--- config.mk ---
export PLATFORM = sky130hd
export DESIGN_NAME = thermal_fan_curve_controller
export DESIGN_NICKNAME = d
export VERILOG_FILES = /design/src/rtl/tfcc_pkg.sv /design/src/rtl/thermal_fan_curve_controller.sv
export VERILOG_INCLUDE_DIRS = /design/src /design/src/rtl
export SDC_FILE = /design/constraint.sdc
export NUM_CORES = 1
export LEC_CHECK = 0
export ABC_AREA = 1
export BUFFER_PORTS_ARGS = -buffer_cell sky130_fd_sc_hd__buf_2
export CORE_MARGIN = 8
export CORE_UTILIZATION = 45
export CTS_BUF_LIST = sky130_fd_sc_hd__clkbuf_8
export DETAILED_ROUTE_END_ITERATION = 12
export MAX_ROUTING_LAYER = met4
export PLACE_DENSITY = 0.69
export SYNTH_ARGS = -nofsm -noshare
export SYNTH_HDL_FRONTEND = slang
export SYNTH_SLANG_ARGS = --single-unit
--- constraint.sdc ---
create_clock -name clk -period 9.5 [get_ports clk]
set_input_delay 1.425 -clock clk [delete_from_list [all_inputs] [get_ports clk]]
set_output_delay 1.425 -clock clk [all_outputs]
set_load 0.05 [all_outputs]
--- src/rtl/thermal_fan_curve_controller_macros.svh ---
`ifndef THERMAL_FAN_CURVE_CONTROLLER_MACROS_SVH
`define THERMAL_FAN_CURVE_CONTROLLER_MACROS_SVH

`ifndef SYNTHESIS
`define TFCC_ASSERT_IMP(lbl, clk_s, rst_s, ante, cons, msg) \
  lbl: assert property (@(posedge clk_s) disable iff (!(rst_s)) (ante) |-> (cons)) \
    else $error(msg);
`define TFCC_ASSERT_NEXT(lbl, clk_s, rst_s, ante, cons, msg) \
  lbl: assert property (@(posedge clk_s) disable iff (!(rst_s)) (ante) |=> (cons)) \
    else $error(msg);
`else
`define TFCC_ASSERT_IMP(lbl, clk_s, rst_s, ante, cons, msg)
`define TFCC_ASSERT_NEXT(lbl, clk_s, rst_s, ante, cons, msg)
`endif

`endif

--- src/rtl/tfcc_pkg.sv ---
`default_nettype none

package tfcc_pkg;

  typedef struct packed {
    logic       sensor_sel;
    logic [7:0] temperature;
    logic       read_ok;
  } in_t;

  typedef struct packed {
    logic       fan_write;
    logic [1:0] fan_mode;
    logic [7:0] fan_speed;
    logic       overheat;
    logic       led_write;
    logic [1:0] led_level;
  } out_t;

  localparam int unsigned NUM_THRESH = 6;
  localparam int unsigned NUM_SPEEDS = 8;

  localparam logic [1:0] CFG_AUTO_ENABLE    = 2'd0;
  localparam logic [1:0] CFG_THRESHOLD_PACK = 2'd1;
  localparam logic [1:0] CFG_SPEED_PACK     = 2'd2;

  localparam logic [47:0] RESET_THRESH = 48'h504B_4846_443E;
  localparam logic [63:0] RESET_SPEEDS = 64'hFFA0_7870_6860_544D;

  localparam logic [7:0] FIXED_SPEED = 8'h5f;
  localparam logic [7:0] RESET_SPEED = 8'h33;
  localparam logic [7:0] CLEAR_SPEED = 8'h00;

  localparam logic [1:0] FAN_MODE_NONE   = 2'd0;
  localparam logic [1:0] FAN_MODE_AUTO   = 2'd1;
  localparam logic [1:0] FAN_MODE_MANUAL = 2'd2;

  localparam logic [1:0] LED_KEEPALIVE = 2'd0;
  localparam logic [1:0] LED_NORMAL    = 2'd1;
  localparam logic [1:0] LED_WARM      = 2'd2;
  localparam logic [1:0] LED_HOT       = 2'd3;

endpackage

`default_nettype wire

--- src/rtl/thermal_fan_curve_controller.sv ---
// A result beat is registered into the result buffer from the input beat that causes it.
// Throughput: one input beat per cycle; the whole curve evaluation is one compare
// ladder between the state registers and a two-entry result buffer.
// Input stalls only while both result buffer entries are full.
// Reset (rst_n low, synchronous) restores the default curve, clears the readings
// and empties the result buffer; configuration writes are always ready.
`default_nettype none

`include "thermal_fan_curve_controller_macros.svh"

module thermal_fan_curve_controller #(
  parameter int unsigned KEEPALIVE_PERIOD = 5
) (
  input  wire logic           clk,
  input  wire logic           rst_n,

  input  wire logic           in_valid,
  output logic                in_ready,
  input  wire tfcc_pkg::in_t  in_data,

  output logic                out_valid,
  input  wire logic           out_ready,
  output tfcc_pkg::out_t      out_data,

  input  wire logic           cfg_valid,
  output logic                cfg_ready,
  input  wire logic [1:0]     cfg_index,
  input  wire logic [63:0]    cfg_data
);

  localparam int unsigned KA_W = $clog2(KEEPALIVE_PERIOD + 1);
  localparam logic [KA_W-1:0] KA_RELOAD = KA_W'(KEEPALIVE_PERIOD);
  localparam logic [KA_W-1:0] KA_LAST   = KA_W'(1);

  logic        auto_en_r, auto_en_nxt;
  logic [47:0] thr_pack_r, thr_pack_nxt;
  logic [63:0] spd_pack_r, spd_pack_nxt;

  logic [7:0]      cpu_r, cpu_nxt;
  logic [7:0]      gpu_r, gpu_nxt;
  logic            boost_r, boost_nxt;
  logic [7:0]      cur_speed_r, cur_speed_nxt;
  logic [1:0]      last_led_r, last_led_nxt;
  logic [KA_W-1:0] ka_cnt_r, ka_cnt_nxt;
  logic            fixed_sent_r, fixed_sent_nxt;

  logic           out_valid_r, out_valid_nxt;
  logic           skid_valid_r, skid_valid_nxt;
  tfcc_pkg::out_t out_data_r, out_data_nxt;
  tfcc_pkg::out_t skid_data_r, skid_data_nxt;

  logic           in_fire, out_fire, emit;
  tfcc_pkg::out_t res;
  logic [7:0]     sample, t_max, speed_sel;
  logic [tfcc_pkg::NUM_THRESH-1:0] ge;
  logic [1:0]     led_sel, led_fin;
  logic           fw, lw, ka_hit;

  assign in_ready  = !skid_valid_r;
  assign cfg_ready = 1'b1;
  assign out_valid = out_valid_r;
  assign out_data  = out_data_r;
  assign in_fire   = in_valid && in_ready;
  assign out_fire  = out_valid_r && out_ready;

  always_comb begin
    auto_en_nxt  = auto_en_r;
    thr_pack_nxt = thr_pack_r;
    spd_pack_nxt = spd_pack_r;
    if (cfg_valid) begin
      case (cfg_index)
        tfcc_pkg::CFG_AUTO_ENABLE:    auto_en_nxt  = cfg_data[0];
        tfcc_pkg::CFG_THRESHOLD_PACK: thr_pack_nxt = cfg_data[47:0];
        tfcc_pkg::CFG_SPEED_PACK:     spd_pack_nxt = cfg_data;
        default: ;
      endcase
    end
  end

  always_comb begin
    sample = in_data.read_ok ? in_data.temperature : 8'd0;
    cpu_nxt = cpu_r;
    gpu_nxt = gpu_r;
    if (in_fire && auto_en_r) begin
      if (in_data.sensor_sel) begin
        gpu_nxt = sample;
      end else begin
        cpu_nxt = sample;
      end
    end
    t_max = (gpu_nxt > cpu_nxt) ? gpu_nxt : cpu_nxt;

    for (int i = 0; i < int'(tfcc_pkg::NUM_THRESH); i++) begin
      ge[i] = t_max >= thr_pack_r[8*i +: 8];
    end

    if (ge[5]) begin
      speed_sel = spd_pack_r[8*7 +: 8];
    end else if (ge[4]) begin
      speed_sel = spd_pack_r[8*6 +: 8];
    end else if (ge[3]) begin
      speed_sel = spd_pack_r[8*5 +: 8];
    end else if (ge[2]) begin
      speed_sel = spd_pack_r[8*4 +: 8];
    end else if (ge[1]) begin
      speed_sel = spd_pack_r[8*3 +: 8];
    end else if (ge[0]) begin
      speed_sel = (boost_r || ge[1]) ? spd_pack_r[8*2 +: 8] : spd_pack_r[8*1 +: 8];
    end else begin
      speed_sel = spd_pack_r[7:0];
    end

    if (ge[4]) begin
      led_sel = tfcc_pkg::LED_HOT;
    end else if (ge[2]) begin
      led_sel = tfcc_pkg::LED_WARM;
    end else begin
      led_sel = tfcc_pkg::LED_NORMAL;
    end

    fw      = speed_sel != cur_speed_r;
    ka_hit  = ka_cnt_r <= KA_LAST;
    led_fin = ka_hit ? tfcc_pkg::LED_KEEPALIVE : led_sel;
    lw      = led_fin != last_led_r;

    boost_nxt      = boost_r;
    cur_speed_nxt  = cur_speed_r;
    last_led_nxt   = last_led_r;
    ka_cnt_nxt     = ka_cnt_r;
    fixed_sent_nxt = fixed_sent_r;

    res.fan_write = fw;
    res.fan_mode  = fw ? tfcc_pkg::FAN_MODE_MANUAL : tfcc_pkg::FAN_MODE_NONE;
    res.fan_speed = fw ? speed_sel : 8'd0;
    res.overheat  = fw && ge[5];
    res.led_write = lw;
    res.led_level = lw ? led_fin : tfcc_pkg::LED_KEEPALIVE;
    emit = 1'b0;

    if (in_fire) begin
      if (!auto_en_r) begin
        emit           = !fixed_sent_r;
        fixed_sent_nxt = 1'b1;
        res.fan_write  = 1'b1;
        res.fan_mode   = tfcc_pkg::FAN_MODE_AUTO;
        res.fan_speed  = tfcc_pkg::FIXED_SPEED;
        res.overheat   = 1'b0;
        res.led_write  = 1'b0;
        res.led_level  = tfcc_pkg::LED_KEEPALIVE;
      end else begin
        emit         = fw || lw;
        boost_nxt    = (|ge) && (boost_r || ge[1]);
        last_led_nxt = led_fin;
        if (ka_hit) begin
          ka_cnt_nxt    = KA_RELOAD;
          cur_speed_nxt = tfcc_pkg::CLEAR_SPEED;
        end else begin
          ka_cnt_nxt    = ka_cnt_r - KA_LAST;
          cur_speed_nxt = speed_sel;
        end
      end
    end
  end

  always_comb begin
    out_valid_nxt  = out_valid_r;
    skid_valid_nxt = skid_valid_r;
    out_data_nxt   = out_data_r;
    skid_data_nxt  = skid_data_r;
    if (skid_valid_r) begin
      if (out_fire) begin
        out_data_nxt   = skid_data_r;
        skid_valid_nxt = 1'b0;
      end
    end else if (emit) begin
      if (!out_valid_r || out_fire) begin
        out_data_nxt  = res;
        out_valid_nxt = 1'b1;
      end else begin
        skid_data_nxt  = res;
        skid_valid_nxt = 1'b1;
      end
    end else if (out_fire) begin
      out_valid_nxt = 1'b0;
    end
  end

  always_ff @(posedge clk) begin
    if (!rst_n) begin
      auto_en_r    <= 1'b1;
      thr_pack_r   <= tfcc_pkg::RESET_THRESH;
      spd_pack_r   <= tfcc_pkg::RESET_SPEEDS;
      cpu_r        <= 8'd0;
      gpu_r        <= 8'd0;
      boost_r      <= 1'b0;
      cur_speed_r  <= tfcc_pkg::RESET_SPEED;
      last_led_r   <= tfcc_pkg::LED_KEEPALIVE;
      ka_cnt_r     <= KA_RELOAD;
      fixed_sent_r <= 1'b0;
      out_valid_r  <= 1'b0;
      skid_valid_r <= 1'b0;
    end else begin
      auto_en_r    <= auto_en_nxt;
      thr_pack_r   <= thr_pack_nxt;
      spd_pack_r   <= spd_pack_nxt;
      cpu_r        <= cpu_nxt;
      gpu_r        <= gpu_nxt;
      boost_r      <= boost_nxt;
      cur_speed_r  <= cur_speed_nxt;
      last_led_r   <= last_led_nxt;
      ka_cnt_r     <= ka_cnt_nxt;
      fixed_sent_r <= fixed_sent_nxt;
      out_valid_r  <= out_valid_nxt;
      skid_valid_r <= skid_valid_nxt;
    end
  end

  always_ff @(posedge clk) begin
    out_data_r  <= out_data_nxt;
    skid_data_r <= skid_data_nxt;
  end

  `TFCC_ASSERT_IMP(a_skid_behind_head, clk, rst_n, skid_valid_r, out_valid_r, "skid entry without head entry")
  `TFCC_ASSERT_IMP(a_ka_cnt_nonzero, clk, rst_n, 1'b1, ka_cnt_r != '0, "keepalive counter reached zero")
  `TFCC_ASSERT_NEXT(a_emit_lands, clk, rst_n, in_fire && emit, out_valid_r, "result beat was dropped")
  `TFCC_ASSERT_NEXT(a_fixed_sticky, clk, rst_n, fixed_sent_r, fixed_sent_r, "fixed mode flag cleared")
  `TFCC_ASSERT_IMP(a_auto_once, clk, rst_n, out_valid_r && out_data_r.fan_write && out_data_r.fan_mode == tfcc_pkg::FAN_MODE_AUTO, fixed_sent_r, "fixed command without flag")

endmodule

`default_nettype wire

# --- Word level (Yosys, flattened, before mapping) ---
# Index checks and enable logic that the tools add are counted.
word_totals:
  register_bits: 176
  wordCells: 102
  inputBits: 81
  out_inout_bits: 18
classes:
  mux: 36
  add_sub_neg: 1
  n_reduce_logical: 24
  magnitude_cmp: 8
  n_eq_ne: 6
  bitwise: 3
op_table:
  columns: ["operator", "count"]
  rows:
  - ["two-way mux 8 bit", 15]
  - ["two-way mux 15 bit", 6]
  - [">= comparator 8 bit", 6]
  - ["two-way mux 2 bit", 5]
  - ["AND reduction 2 bit", 5]
  - ["two-way mux 1 bit", 9]
  - ["AND reduction 3 bit", 3]
  - ["> comparator 8 bit", 1]
  - ["!= test 8 bit", 1]
  - ["nonzero test 2 bit", 3]
  - ["OR reduction 6 bit", 1]
  - ["logical AND 1 bit", 5]
  - ["!= test 2 x 1 -> 1 bit (second input constant)", 2]
  - ["less-or-equal comparator 3 x 1 -> 1 bit (second input constant)", 1]
  - ["zero test 1 bit", 3]
  - ["logical OR 1 bit", 3]
  - ["two-way mux 3 bit", 1]
  - ["NOT 1 bit", 3]
  - ["subtractor 3 x 1 -> 3 bit (second input constant)", 1]
  - ["== test 2 x 1 -> 1 bit (second input constant)", 1]
  - ["== test 2 bit (second input constant)", 1]
  - ["zero test 2 bit", 1]
  - ["!= test 2 bit", 1]

# --- Depth between registers and ports, before layout ---
# Gate-level depths: netlist (run 1).
logic_depth:
  depth_word: 22
  depth_mapped: 43
  ltp_nobuf: 41

# --- Worst setup path before layout (run 1) ---
# No wires, ideal clock.
synth_path:
  kind: "in2reg"
  start: "input in_valid"
  end: "register out_data_r, in the netlist out_data[0], enable pin"
  cell_stages: 41
  n_path_buf: 3
  t_required_ns: 9.108
  setup_time_ns: 0.392
  arrival_time_ns: 6.107
  path_slack_ns: 3.002
  cell_sequence: "nand2_2 nor2_2 nand2_1 inv_1 clkbuf_1 nand3_1 o21ai_0 inv_1 ha_1 nand2_1 nor2_1 nand2_1 o41ai_4 buf_4 nand2_1 o21ai_1 ha_1 nand2_1 [5 not listed] inv_2 buf_6 nand2_1 inv_1 nand2_1 nand3_1 nand2_1 nand2_1 nand2_1 nand2_1 nand2_1 nand2_1 inv_1 nand2_1 nor2_4 nand3_1 nand2_1 a21oi_1"
synth_between:
  elab_chain_len: 20
  elab_cells_between_ends: 30
  classes_between: "7 x order compare; 2 x eq/ne; 15 x mux; 6 x reduce/logical"
synth_rtl:
  columns: ["item", "line_no", "rtl"]
  rows:
  - ["start: declaration", "thermal_fan_curve_controller.sv:17", "input wire logic in_valid,"]
  - ["logical AND 1 bit (*)", "thermal_fan_curve_controller.sv:63", "assign in_fire = in_valid && in_ready;"]
  - ["logical AND 1 bit", "thermal_fan_curve_controller.sv:84", "if (in_fire && auto_en_r) begin"]
  - ["two-way mux 8 bit", "thermal_fan_curve_controller.sv:84", null]
  - ["> comparator 8 bit", "thermal_fan_curve_controller.sv:91", "t_max = (gpu_nxt > cpu_nxt) ? gpu_nxt : cpu_nxt;"]
  - ["two-way mux 8 bit", "thermal_fan_curve_controller.sv:91", null]
  - [">= comparator 8 bit", "thermal_fan_curve_controller.sv:94", "ge[i] = t_max >= thr_pack_r[8*i +: 8];"]
  - ["logical OR 1 bit", "thermal_fan_curve_controller.sv:108", "speed_sel = (boost_r || ge[1]) ? spd_pack_r[8*2 +: 8] : spd_pack_r[8*1 +: 8];"]
  - ["two-way mux 8 bit", "thermal_fan_curve_controller.sv:108", null]
  - ["[4 not listed]", null, null]
  - ["two-way mux 8 bit", "thermal_fan_curve_controller.sv:99", "end else if (ge[4]) begin"]
  - ["two-way mux 8 bit", "thermal_fan_curve_controller.sv:97", "if (ge[5]) begin"]
  - ["!= test 8 bit", "thermal_fan_curve_controller.sv:121", "fw = speed_sel != cur_speed_r;"]
  - ["logical OR 1 bit", "thermal_fan_curve_controller.sv:151", "emit = fw || lw;"]
  - ["two-way mux 1 bit", "thermal_fan_curve_controller.sv:141", "if (!auto_en_r) begin"]
  - ["two-way mux 1 bit (*)", "thermal_fan_curve_controller.sv:140", "if (in_fire) begin"]
  - ["nonzero test 2 bit (no line) (*)", null, null]
  - ["AND reduction 3 bit (no line) (*)", null, null]
  - ["end signal: assignment", "thermal_fan_curve_controller.sv:219", "out_data_r <= out_data_nxt;"]
  - ["end: declaration", "thermal_fan_curve_controller.sv:49", "tfcc_pkg::out_t out_data_r, out_data_nxt;"]
# Every way passes the cells marked *; elsewhere a longest branch is shown, timed or not.
# A chain may end at the register's enable or synchronous reset.

# --- Final worst setup path (run 1) ---
layout_path:
  start: "input in_valid"
  end: "register skid_data_r[10] (netlist name), enable pin"
layout_between:
  elab_chain_len: 19
  elab_cells_between_ends: 29
  classes_between: "7 x order compare; 2 x eq/ne; 15 x mux; 5 x reduce/logical"
layout_rtl:
  columns: ["item", "line_no", "rtl"]
  rows:
  - ["logical AND 1 bit (*)", "thermal_fan_curve_controller.sv:63", null]
  - ["logical AND 1 bit (*)", "thermal_fan_curve_controller.sv:84", null]
  - ["two-way mux 8 bit (*)", "thermal_fan_curve_controller.sv:84", null]
  - ["net gpu_nxt[6]", "thermal_fan_curve_controller.sv:40", "logic [7:0] gpu_r, gpu_nxt;"]
  - ["> comparator 8 bit", "thermal_fan_curve_controller.sv:91", null]
  - ["two-way mux 8 bit (*)", "thermal_fan_curve_controller.sv:91", null]
  - [">= comparator 8 bit", "thermal_fan_curve_controller.sv:94", null]
  - ["logical OR 1 bit", "thermal_fan_curve_controller.sv:108", null]
  - ["[4 not listed]", null, null]
  - ["two-way mux 8 bit", "thermal_fan_curve_controller.sv:101", "end else if (ge[3]) begin"]
  - ["two-way mux 8 bit", "thermal_fan_curve_controller.sv:99", null]
  - ["two-way mux 8 bit", "thermal_fan_curve_controller.sv:97", null]
  - ["!= test 8 bit", "thermal_fan_curve_controller.sv:121", null]
  - ["logical OR 1 bit (*)", "thermal_fan_curve_controller.sv:151", null]
  - ["two-way mux 1 bit (*)", "thermal_fan_curve_controller.sv:141", null]
  - ["two-way mux 1 bit (*)", "thermal_fan_curve_controller.sv:140", null]
  - ["AND reduction 3 bit (no line) (*)", null, null]
  - ["end signal: assignment", "thermal_fan_curve_controller.sv:220", "skid_data_r <= skid_data_nxt;"]
  - ["end: declaration", "thermal_fan_curve_controller.sv:50", "tfcc_pkg::out_t skid_data_r, skid_data_nxt;"]
# The timed path passes the listed nets; every way through them passes the cells marked *.

==> qor.yml, run 1 <==
detailed_routing:
  vias_per_cell: 5.13
  firstDrtPassIters: 5
  avgRoutedWirePerCell_um: 15.5
  route.detailed.drc: 0
  ant_nets: 0
  num_vias: 7729
  drtIter0Drc: 617
  postRouteWirelength_um: 23400
synthesis:
  yosysTopAreaCellShare_pct: 33.1
  async_reset_ff_share_pct: 0
  syn_inst: 1161
  yosysUniqueCellTypes: 46
  synth_area_per_cell_um2: 7.60
  yosys.area.top_type: "dfxtp_1"
  synth_area_mm2: 0.00882
  syn-num-nets: 1298
  ys.flop_type: "dfxtp_1"
  synth_edf_count: 30
  yosysMostFrequentCell: "nand2_1"
  synthTopCellsByCount: "nand2_1 (252), inv_1 (149), dfxtp_1 (146), a21oi_1 (104), nor2_1 (97)"
  ys_seq_area_share_pct: 43.3
  netlist_top_cells_area: "dfxtp_1 (33%), nand2_1 (11%), edfxtp_1 (10%)"
  synth-seq-cells: 176
  yosysWarnings: 0
timing:
  max_slew_margin_pct: 25.9
  min_period_ns: 8.02
  tns_ns: 0
  worst_slack_ns: 1.48
  fin_hold_ws_ns: 0.466
  slew_viol_final: 0
  rsz0062_at_grt: "no"
  finalSetupViolCount: 0
  worst_clock_skew_ns: 0.0152
  final_hold_viol_count: 0
  period_share_pct: 84.4
  max_clock_freq_mhz: 125
  worstMarginPinSlew_ns: 1.11
critical_path:
  cpMostUsedCell: "nand2_1"
  critical_path.endpoint_type: "register"
  r2r-end: "skid_data_r[10]"
  r2r_start: "skid_valid_r"
  start_kind: "input port"
  cp.arrival_ns: 8.10
  r2r_cells: 33
  critical_path.max_fanout: 16
  critPathRequiredTime_ns: 9.58
  cp_slowest_cell: "nor2_1"
  crit_start: "in_valid"
  slowest_delay_ns: 0.85
  crit_end: "skid_data_r[10]"
  criticalPathCategory: "in -> reg"
  r2r_setup_slack_ns: 1.62
cells_and_area:
  syn_to_final_growth_pct: 12.5
  utilization_pct: 51.4
  antenna_cells: 0
  drive_gt1_share_pct: 13.8
  nNetsFinal: 1367
place:
  dp.final_hpwl_um: 17300
  dpl_worst_slack_ns: 1.13
  routabilityCongestion: 0.920
  io_buffers: 97
floorplan:
  die_x_um: 156
  die_area_mm2: 0.0243
  ios: 99
  placementRows: 51
  initial_core_util_pct: 45.6
  core-area_mm2: 0.0193
  die_y_um: 156
pwr:
  swShare_pct: 38.2
  power.density_mw_per_mm2: 237
  power_mw: 2.35
  p_int_mw: 1.45
  power.switching_mw: 0.898
  combPwrFrac_pct: 37.7
  ir_drop_uv: 114
  power.leakage_nw: 4.69
  pwr-share-clk_pct: 25.2
  pwr-share-seq_pct: 37.1
clock_network:
  cts_resized: 0
  cts_tree: "yes"
  path_clk_slew_ns: 0.08
  post_cts_buffers: 0
  clockBufferDepth: 2
  hold_buffers: 0
  insertion_delay_ns: 0.47
  cts_buffers: 17
  cts_root_buf: "clkbuf_8"
  cts_sinks: 176
  cts-htree-levels: 4
grt:
  grt_use_total_pct: 20.1
  grt_pass1_vias: 7349
  grt_max_degree: 64
  gr-total-overflow: 0
  grt_pass1_wl_um: 37600
  antenna_found_initial: 0
min_path:
  hold_class: "reg -> reg"
status:
  status: "complete, no violations"
job:
  drv_cap: 0
## layout by cell type, fill, tap and decap left out, drive strengths merged, types with 41 or more instances in the layout
master,synthesis,layout
o211ai,41,41
a21oi,105,105
dfxtp,146,146
nor2,103,103
inv,153,157
ha,56,56
buf,7,103
nand2,262,262
o21ai,99,99
nand3,56,56
## power groups by stage
stage / clock network, mW / logic (mW) / registers [mW]
final: 0.592 / 0.886 / 0.872
after floorplan: 0 / 0.606 / 0.957
after CTS: 0.602 / 0.882 / 0.872
after detailed placement: 0 / 0.876 / 0.890
after global routing: 0.625 / 1.00 / 0.879
after global placement: 0 / 0.860 / 0.888
## routing by layer
metal  vias up  global-route usage, %  routed length (um)
met2       192                   32.7               11100
met5         -                      -                   0
li1       3946                      -                   -
met3        34                   3.57                1100
met1      3557                   25.0               10800
met4         0                   6.47                 398
## registers in the layout, indices dropped and copies added (netlist names)
name,flops
ka_cnt_r,3
gpu_r,8
skid_valid_r,1
cur_speed_r,8
auto_en_r,1
out_data,15
skid_data_r,15
out_valid,1
boost_r,1
thr_pack_r,48
fixed_sent_r,1
cpu_r,8
last_led_r,2
spd_pack_r,64
## worst max-delay path, delay by kind of cell
family          cells  cell delay [ns]
simple gates       23             3.63
fa+ha+maj           2             0.71
buf+inv             4             0.70
compound gates      4             1.59
## worst min-delay path by stage
stage | from | to | slack (ns) | depth (start not counted)
3_3_place_gp | spd_pack_r[23] | spd_pack_r[23] | 0.44 | 2
3_5_place_dp | spd_pack_r[11] | spd_pack_r[11] | 0.46 | 2
5_1_grt | thr_pack_r[37] | thr_pack_r[37] | 0.48 | 2
4_1_cts | spd_pack_r[23] | spd_pack_r[23] | 0.47 | 2
6_report | spd_pack_r[20] | spd_pack_r[20] | 0.47 | 2
2_1_floorplan | spd_pack_r[40] | spd_pack_r[40] | 0.43 | 2
## logic make-up (layout without fill, tap and decap cells)
family	after synthesis	in the layout	synth area share [%]
and+or+nand+nor	457	457	22.5
buffers and inverters	209	291	9.16
DFF	176	176	43.3
adders and majority gates	56	56	7.94
xor gates and xnor gates	2	2	0.199
other	1	1	0.0425
AOI/OAI and AO/OA	260	260	16.8
## cell type report
| class | count | area [um^2] |
|---|---|---|
| clock buffers | 19 | 262 |
| clock inverters | 13 | 194 |
| fillers | 1909 | 9400 |
| inverters | 156 | 586 |
| multi-input cells | 776 | 4200 |
| flip-flops and latches | 176 | 3820 |
| well taps | 265 | 332 |
| repair buffers | 103 | 533 |
## metrics by stage
stage	cell area, um^2	cells
after floorplan	8820	1161
after global placement	9480	1476
after detailed placement	9480	1476
after CTS	9930	1508
after global routing	9930	1508
final	9930	1508
(Power assumes the default switching activity.)
==> run 2, diff against run 1 <==
Settings changed: PLACE_DENSITY 0.69 to 0.71.
Clock period 9.5 ns to 7.2 ns, I/O delays scaled along.
==> qor.yml, run 2 (synthesis results as in run 1) <==
status:
  status: "complete, no violations"
critical_path:
  timing.critical_path.buf_inv: 8
  r2r_start: "skid_valid_r"
  cpMostUsedCell: "nand2_1"
  crit_family: "simple AND/OR/NAND/NOR gates"
  start_kind: "register"
  crit_start: "skid_valid_r"
  critical_path.max_fanout: 25
  critical_path.endpoint_type: "register"
  criticalPathCategory: "reg -> reg"
  cp_slowest_cell: "nor2_1"
  slowest_delay_ns: 0.82
  critPathRequiredTime_ns: 7.29
  cp.arrival_ns: 6.50
min_path:
  holdCritStartpoint: "spd_pack_r[8]"
  hold_class: "reg -> reg"
clock_network:
  cts_tree: "yes"
  cts_sinks: 176
  cts_buffers: 17
  insertion_delay_ns: 0.48
  cts_root_buf: "clkbuf_8"
  hold_buffers: 0
  cts-htree-levels: 4
  clockBufferDepth: 2
  post_cts_buffers: 0
  cts_resized: 0
  path_clk_slew_ns: 0.09
timing:
  period_share_pct: 89.0
  finalSetupViolCount: 0
  min_period_ns: 6.41
  worst_clock_skew_ns: 0.0128
  final_hold_viol_count: 0
  tns_ns: 0
  max_slew_margin_pct: 28.4
  rsz0062_at_grt: "no"
  slew_viol_final: 0
  worstMarginPinSlew_ns: 1.07
  max_clock_freq_mhz: 156
grt:
  grt_use_met3_pct: 3.49
  gr-total-overflow: 0
  grt_pass1_wl_um: 36800
  grt_max_degree: 88
  grt_use_total_pct: 19.6
  grt_pass1_vias: 7196
  use_met1_pct: 25.0
  busiest_layer: "met2"
  grt_util_met2_pct: 30.7
  antenna_found_initial: 0
job:
  drv_cap: 0
floorplan:
  core-area_mm2: 0.0193
  ios: 99
  placementRows: 51
  die_y_um: 156
  die_area_mm2: 0.0243
  die_x_um: 156
  initial_core_util_pct: 45.6
cells_and_area:
  stdcell_area_mm2: 0.00998
  syn_to_final_growth_pct: 13.1
  antenna_cells: 0
  largest_reg_flops: 64
  drive_gt1_share_pct: 14.9
  mostFrequentLayoutCells: "nand2_1 (252), inv_1 (151), dfxtp_1 (146)"
  final_common_cell: "nand2_1"
  top_register: "spd_pack_r"
  nNetsFinal: 1383
  reg.largest.list: "spd_pack_r (64), thr_pack_r (48)"
  nFillCells: 1896
pwr:
  swShare_pct: 39.4
  ir_drop_uv: 162
  pwr-share-clk_pct: 22.1
  power.density_mw_per_mm2: 302
  power_mw: 3.01
  power.switching_mw: 1.19
  p_int_mw: 1.83
  combPwrFrac_pct: 39.8
  pwr-share-seq_pct: 38.1
  power.leakage_nw: 4.73
detailed_routing:
  vias_per_cell: 5.02
  route.detailed.drc: 0
  drtIter0Drc: 607
  num_vias: 7650
  avgRoutedWirePerCell_um: 15.1
  firstDrtPassIters: 6
  postRouteWirelength_um: 23000
  ant_nets: 0
place:
  routabilityCongestion: 0.897
  io_buffers: 97
  dp.final_hpwl_um: 17000
  place_area_mm2: 0.00960
run 2: changes by cell type in the layout (fill, tap and decap cells not counted), sizes merged:
cell	before	now
buf	103	119
bufinv	5	1
clkbuf	19	21
clkinv	6	7
clkinvlp	1	3
inv	157	156
run 2: layout make-up:
class                      count  area, um^2  share of cell area (%)
tap                          265         332                    3.32
sequential                   176        3820                    38.3
timing repair buffer         119         653                    6.55
clock buffer                  21         289                    2.90
inverter                     156         586                    5.87
multi-input combinational    776        4200                    42.1
clock inverter                11        91.3                   0.915
run 2: per-stage QoR:
stage	setup slack, ns	cells	utilization [%]	hold WS (ns)
4_1_cts	0.800	1524	51.6	0.462
3_3_place_gp	0.415	1492	49.6	0.442
2_1_floorplan	1.05	1161	-	0.430
3_5_place_dp	0.348	1492	49.6	0.449
5_1_grt	0.0927	1524	51.6	0.484
6_report	0.788	1524	51.6	0.460
run 2: final timing paths:
kind | to | slack, ns | depth (start not counted)
worst min-delay path | spd_pack_r[8] | 0.46 | 2
worst min register to register | spd_pack_r[8] | 0.46 | 2
worst max register to register | skid_data_r[7] | 0.79 | 37
worst max-delay path | skid_data_r[7] | 0.79 | 37
run 2: tightest hold or removal path, stage by stage (launching register included):
cell     delay (ns)
dfxtp_1        0.31
inv_1          0.06
a21oi_1        0.05
run 2: per-layer routing:
metal / share of wire [%] / vias up
met4: 2.4 / 0
li1: - / 3983
met5: 0 / -
met2: 45 / 183
met1: 48 / 3438
met3: 4.7 / 46
run 2: power groups by stage:
stage	clock (mW)	sequential, mW	combinational [mW]
2_1_floorplan	0	1.26	0.799
3_3_place_gp	0	1.17	1.17
3_5_place_dp	0	1.17	1.19
4_1_cts	0.680	1.15	1.19
5_1_grt	0.719	1.16	1.36
6_report	0.666	1.15	1.20
==> run 3, diff against run 2 <==
Settings changed: CORE_ASPECT_RATIO set to 1.25, CORE_MARGIN 8 to 3, PLACE_DENSITY 0.71 to 0.77.
==> qor.yml, run 3 (synthesis results as in run 1) <==
status:
  status: "complete, no violations"
grt:
  antenna_found_initial: 0
  grt_use_total_pct: 21.5
  grt_pass1_wl_um: 36000
  grt_pass1_vias: 7330
  grt_max_degree: 76
  gr-total-overflow: 0
critical_path:
  critical_path.max_fanout: 15
  cp_slowest_cell: "nor2_1"
  cpMostUsedCell: "nand2_1"
  r2r_cells: 31
  r2r_start: "skid_valid_r"
  start_kind: "input port"
  critical_path.endpoint_type: "register"
  slowest_delay_ns: 0.84
  cp.arrival_ns: 6.44
  criticalPathCategory: "in -> reg"
  r2r_setup_slack_ns: 1.01
  r2r-end: "skid_data_r[0]"
  critPathRequiredTime_ns: 7.28
pwr:
  combPwrFrac_pct: 40.7
  power.switching_mw: 1.20
  p_int_mw: 1.84
  swShare_pct: 39.5
  power.leakage_nw: 4.76
  pwr-share-seq_pct: 37.8
  pwr-share-clk_pct: 21.5
  power.density_mw_per_mm2: 303
  ir_drop_uv: 138
timing:
  period_share_pct: 88.4
  max_slew_margin_pct: 21.6
  final_hold_viol_count: 0
  worst_clock_skew_ns: 0.0126
  fin_hold_ws_ns: 0.457
  worstMarginPinSlew_ns: 1.17
  finalSetupViolCount: 0
  min_period_ns: 6.36
  tns_ns: 0
  max_clock_freq_mhz: 157
  slew_viol_final: 0
  rsz0062_at_grt: "no"
  worst_slack_ns: 0.839
cells_and_area:
  mostFrequentLayoutCells: "nand2_1 (252), inv_1 (152), dfxtp_1 (146)"
  nFillCells: 1836
  top_register: "spd_pack_r"
  stdcell_area_mm2: 0.0100
  antenna_cells: 0
  final_common_cell: "nand2_1"
  reg.largest.list: "spd_pack_r (64), thr_pack_r (48)"
  nNetsFinal: 1388
  drive_gt1_share_pct: 15.0
  syn_to_final_growth_pct: 13.4
  instances_no_fill: 1525
  largest_reg_flops: 64
detailed_routing:
  ant_nets: 0
  vias_per_cell: 5.15
  drtIter0Drc: 567
  num_vias: 7861
  avgRoutedWirePerCell_um: 14.5
  route.detailed.drc: 0
  postRouteWirelength_um: 22100
  firstDrtPassIters: 5
clock_network:
  cts_tree: "yes"
  cts_sinks: 176
  insertion_delay_ns: 0.47
  cts-htree-levels: 4
  clockBufferDepth: 2
  post_cts_buffers: 0
  cts_buffers: 17
  hold_buffers: 0
  cts_root_buf: "clkbuf_8"
  cts_resized: 0
  path_clk_slew_ns: 0.09
place:
  dp.final_hpwl_um: 16100
  routabilityCongestion: 0.898
  place_area_mm2: 0.00964
  dp_cells: 1493
  dpl_worst_slack_ns: 0.403
  io_buffers: 97
job:
  drv_cap: 0
floorplan:
  ios: 99
  die_x_um: 131
  core-area_mm2: 0.0190
  die_y_um: 163
  placementRows: 56
  die_area_mm2: 0.0213
  initial_core_util_pct: 46.5
min_path:
  hold-path-endpoint: "spd_pack_r[9]"
  hold_class: "reg -> reg"
  hold_depth: 2
  holdCritStartpoint: "spd_pack_r[9]"
==> run 3: cell count changes in the layout (fill, tap and decap cells not counted) <==
cell / change
bufinv_16: +1
buf_12: +1
clkinv_1: +2
inv_1: +1
clkinvlp_4: -2
clkbuf_8: -4
clkinv_2: +1
clkinv_4: +1
buf_4: +4
==> run 3: power by group through the flow <==
stage | sequential, mW | clock, mW | combinational (mW)
floorplan | 1.26 | 0 | 0.799
global placement | 1.17 | 0 | 1.20
detailed placement | 1.17 | 0 | 1.22
CTS | 1.15 | 0.661 | 1.23
global route | 1.16 | 0.704 | 1.38
finish | 1.15 | 0.651 | 1.24
==> run 3: worst max-delay path, delay by kind of cell <==
family | cells | cell delay [ns]
and+or+nand+nor | 20 | 2.97
adders and majority gates | 2 | 0.54
AOI/OAI and AO/OA | 5 | 1.11
buffers and inverters | 4 | 0.70
==> run 3: worst max path at each step <==
stage | cells past startpoint | slack, ns | endpoint | start
after floorplan | 41 | 1.05 | out_data[0] | in_valid
after global placement | 31 | 0.47 | skid_data_r[0] | in_valid
after detailed placement | 33 | 0.40 | skid_data_r[0] | in_valid
after CTS | 33 | 0.88 | skid_data_r[0] | in_valid
after global routing | 38 | 0.09 | skid_data_r[0] | in_valid
final | 31 | 0.84 | skid_data_r[0] | in_valid
==> run 3: through the flow <==
step                util [%]  power, mW
floorplan                  -       2.06
global placement        50.8       2.36
detailed placement      50.8       2.39
CTS                     52.7       3.04
global route            52.7       3.25
finish                  52.7       3.03
==> run 3: cell type report <==
cell class	count	area [um^2]	share of cell area [%]
timing repair buffer	124	703	7.03
sequential	176	3820	38.2
multi-input combinational	776	4200	42.0
tap	261	327	3.26
clock inverter	15	131	1.31
inverter	156	586	5.85
clock buffer	17	234	2.34
==> run 3: routing by layer <==
metal  up-vias  global-route usage [%]  share of wire (%)
li1       3987                       -                  -
met1      3598                    26.1                 43
met2       228                    36.0                 48
met3        48                    3.52                5.6
met4         0                    8.79                3.1
met5         -                       -                  0
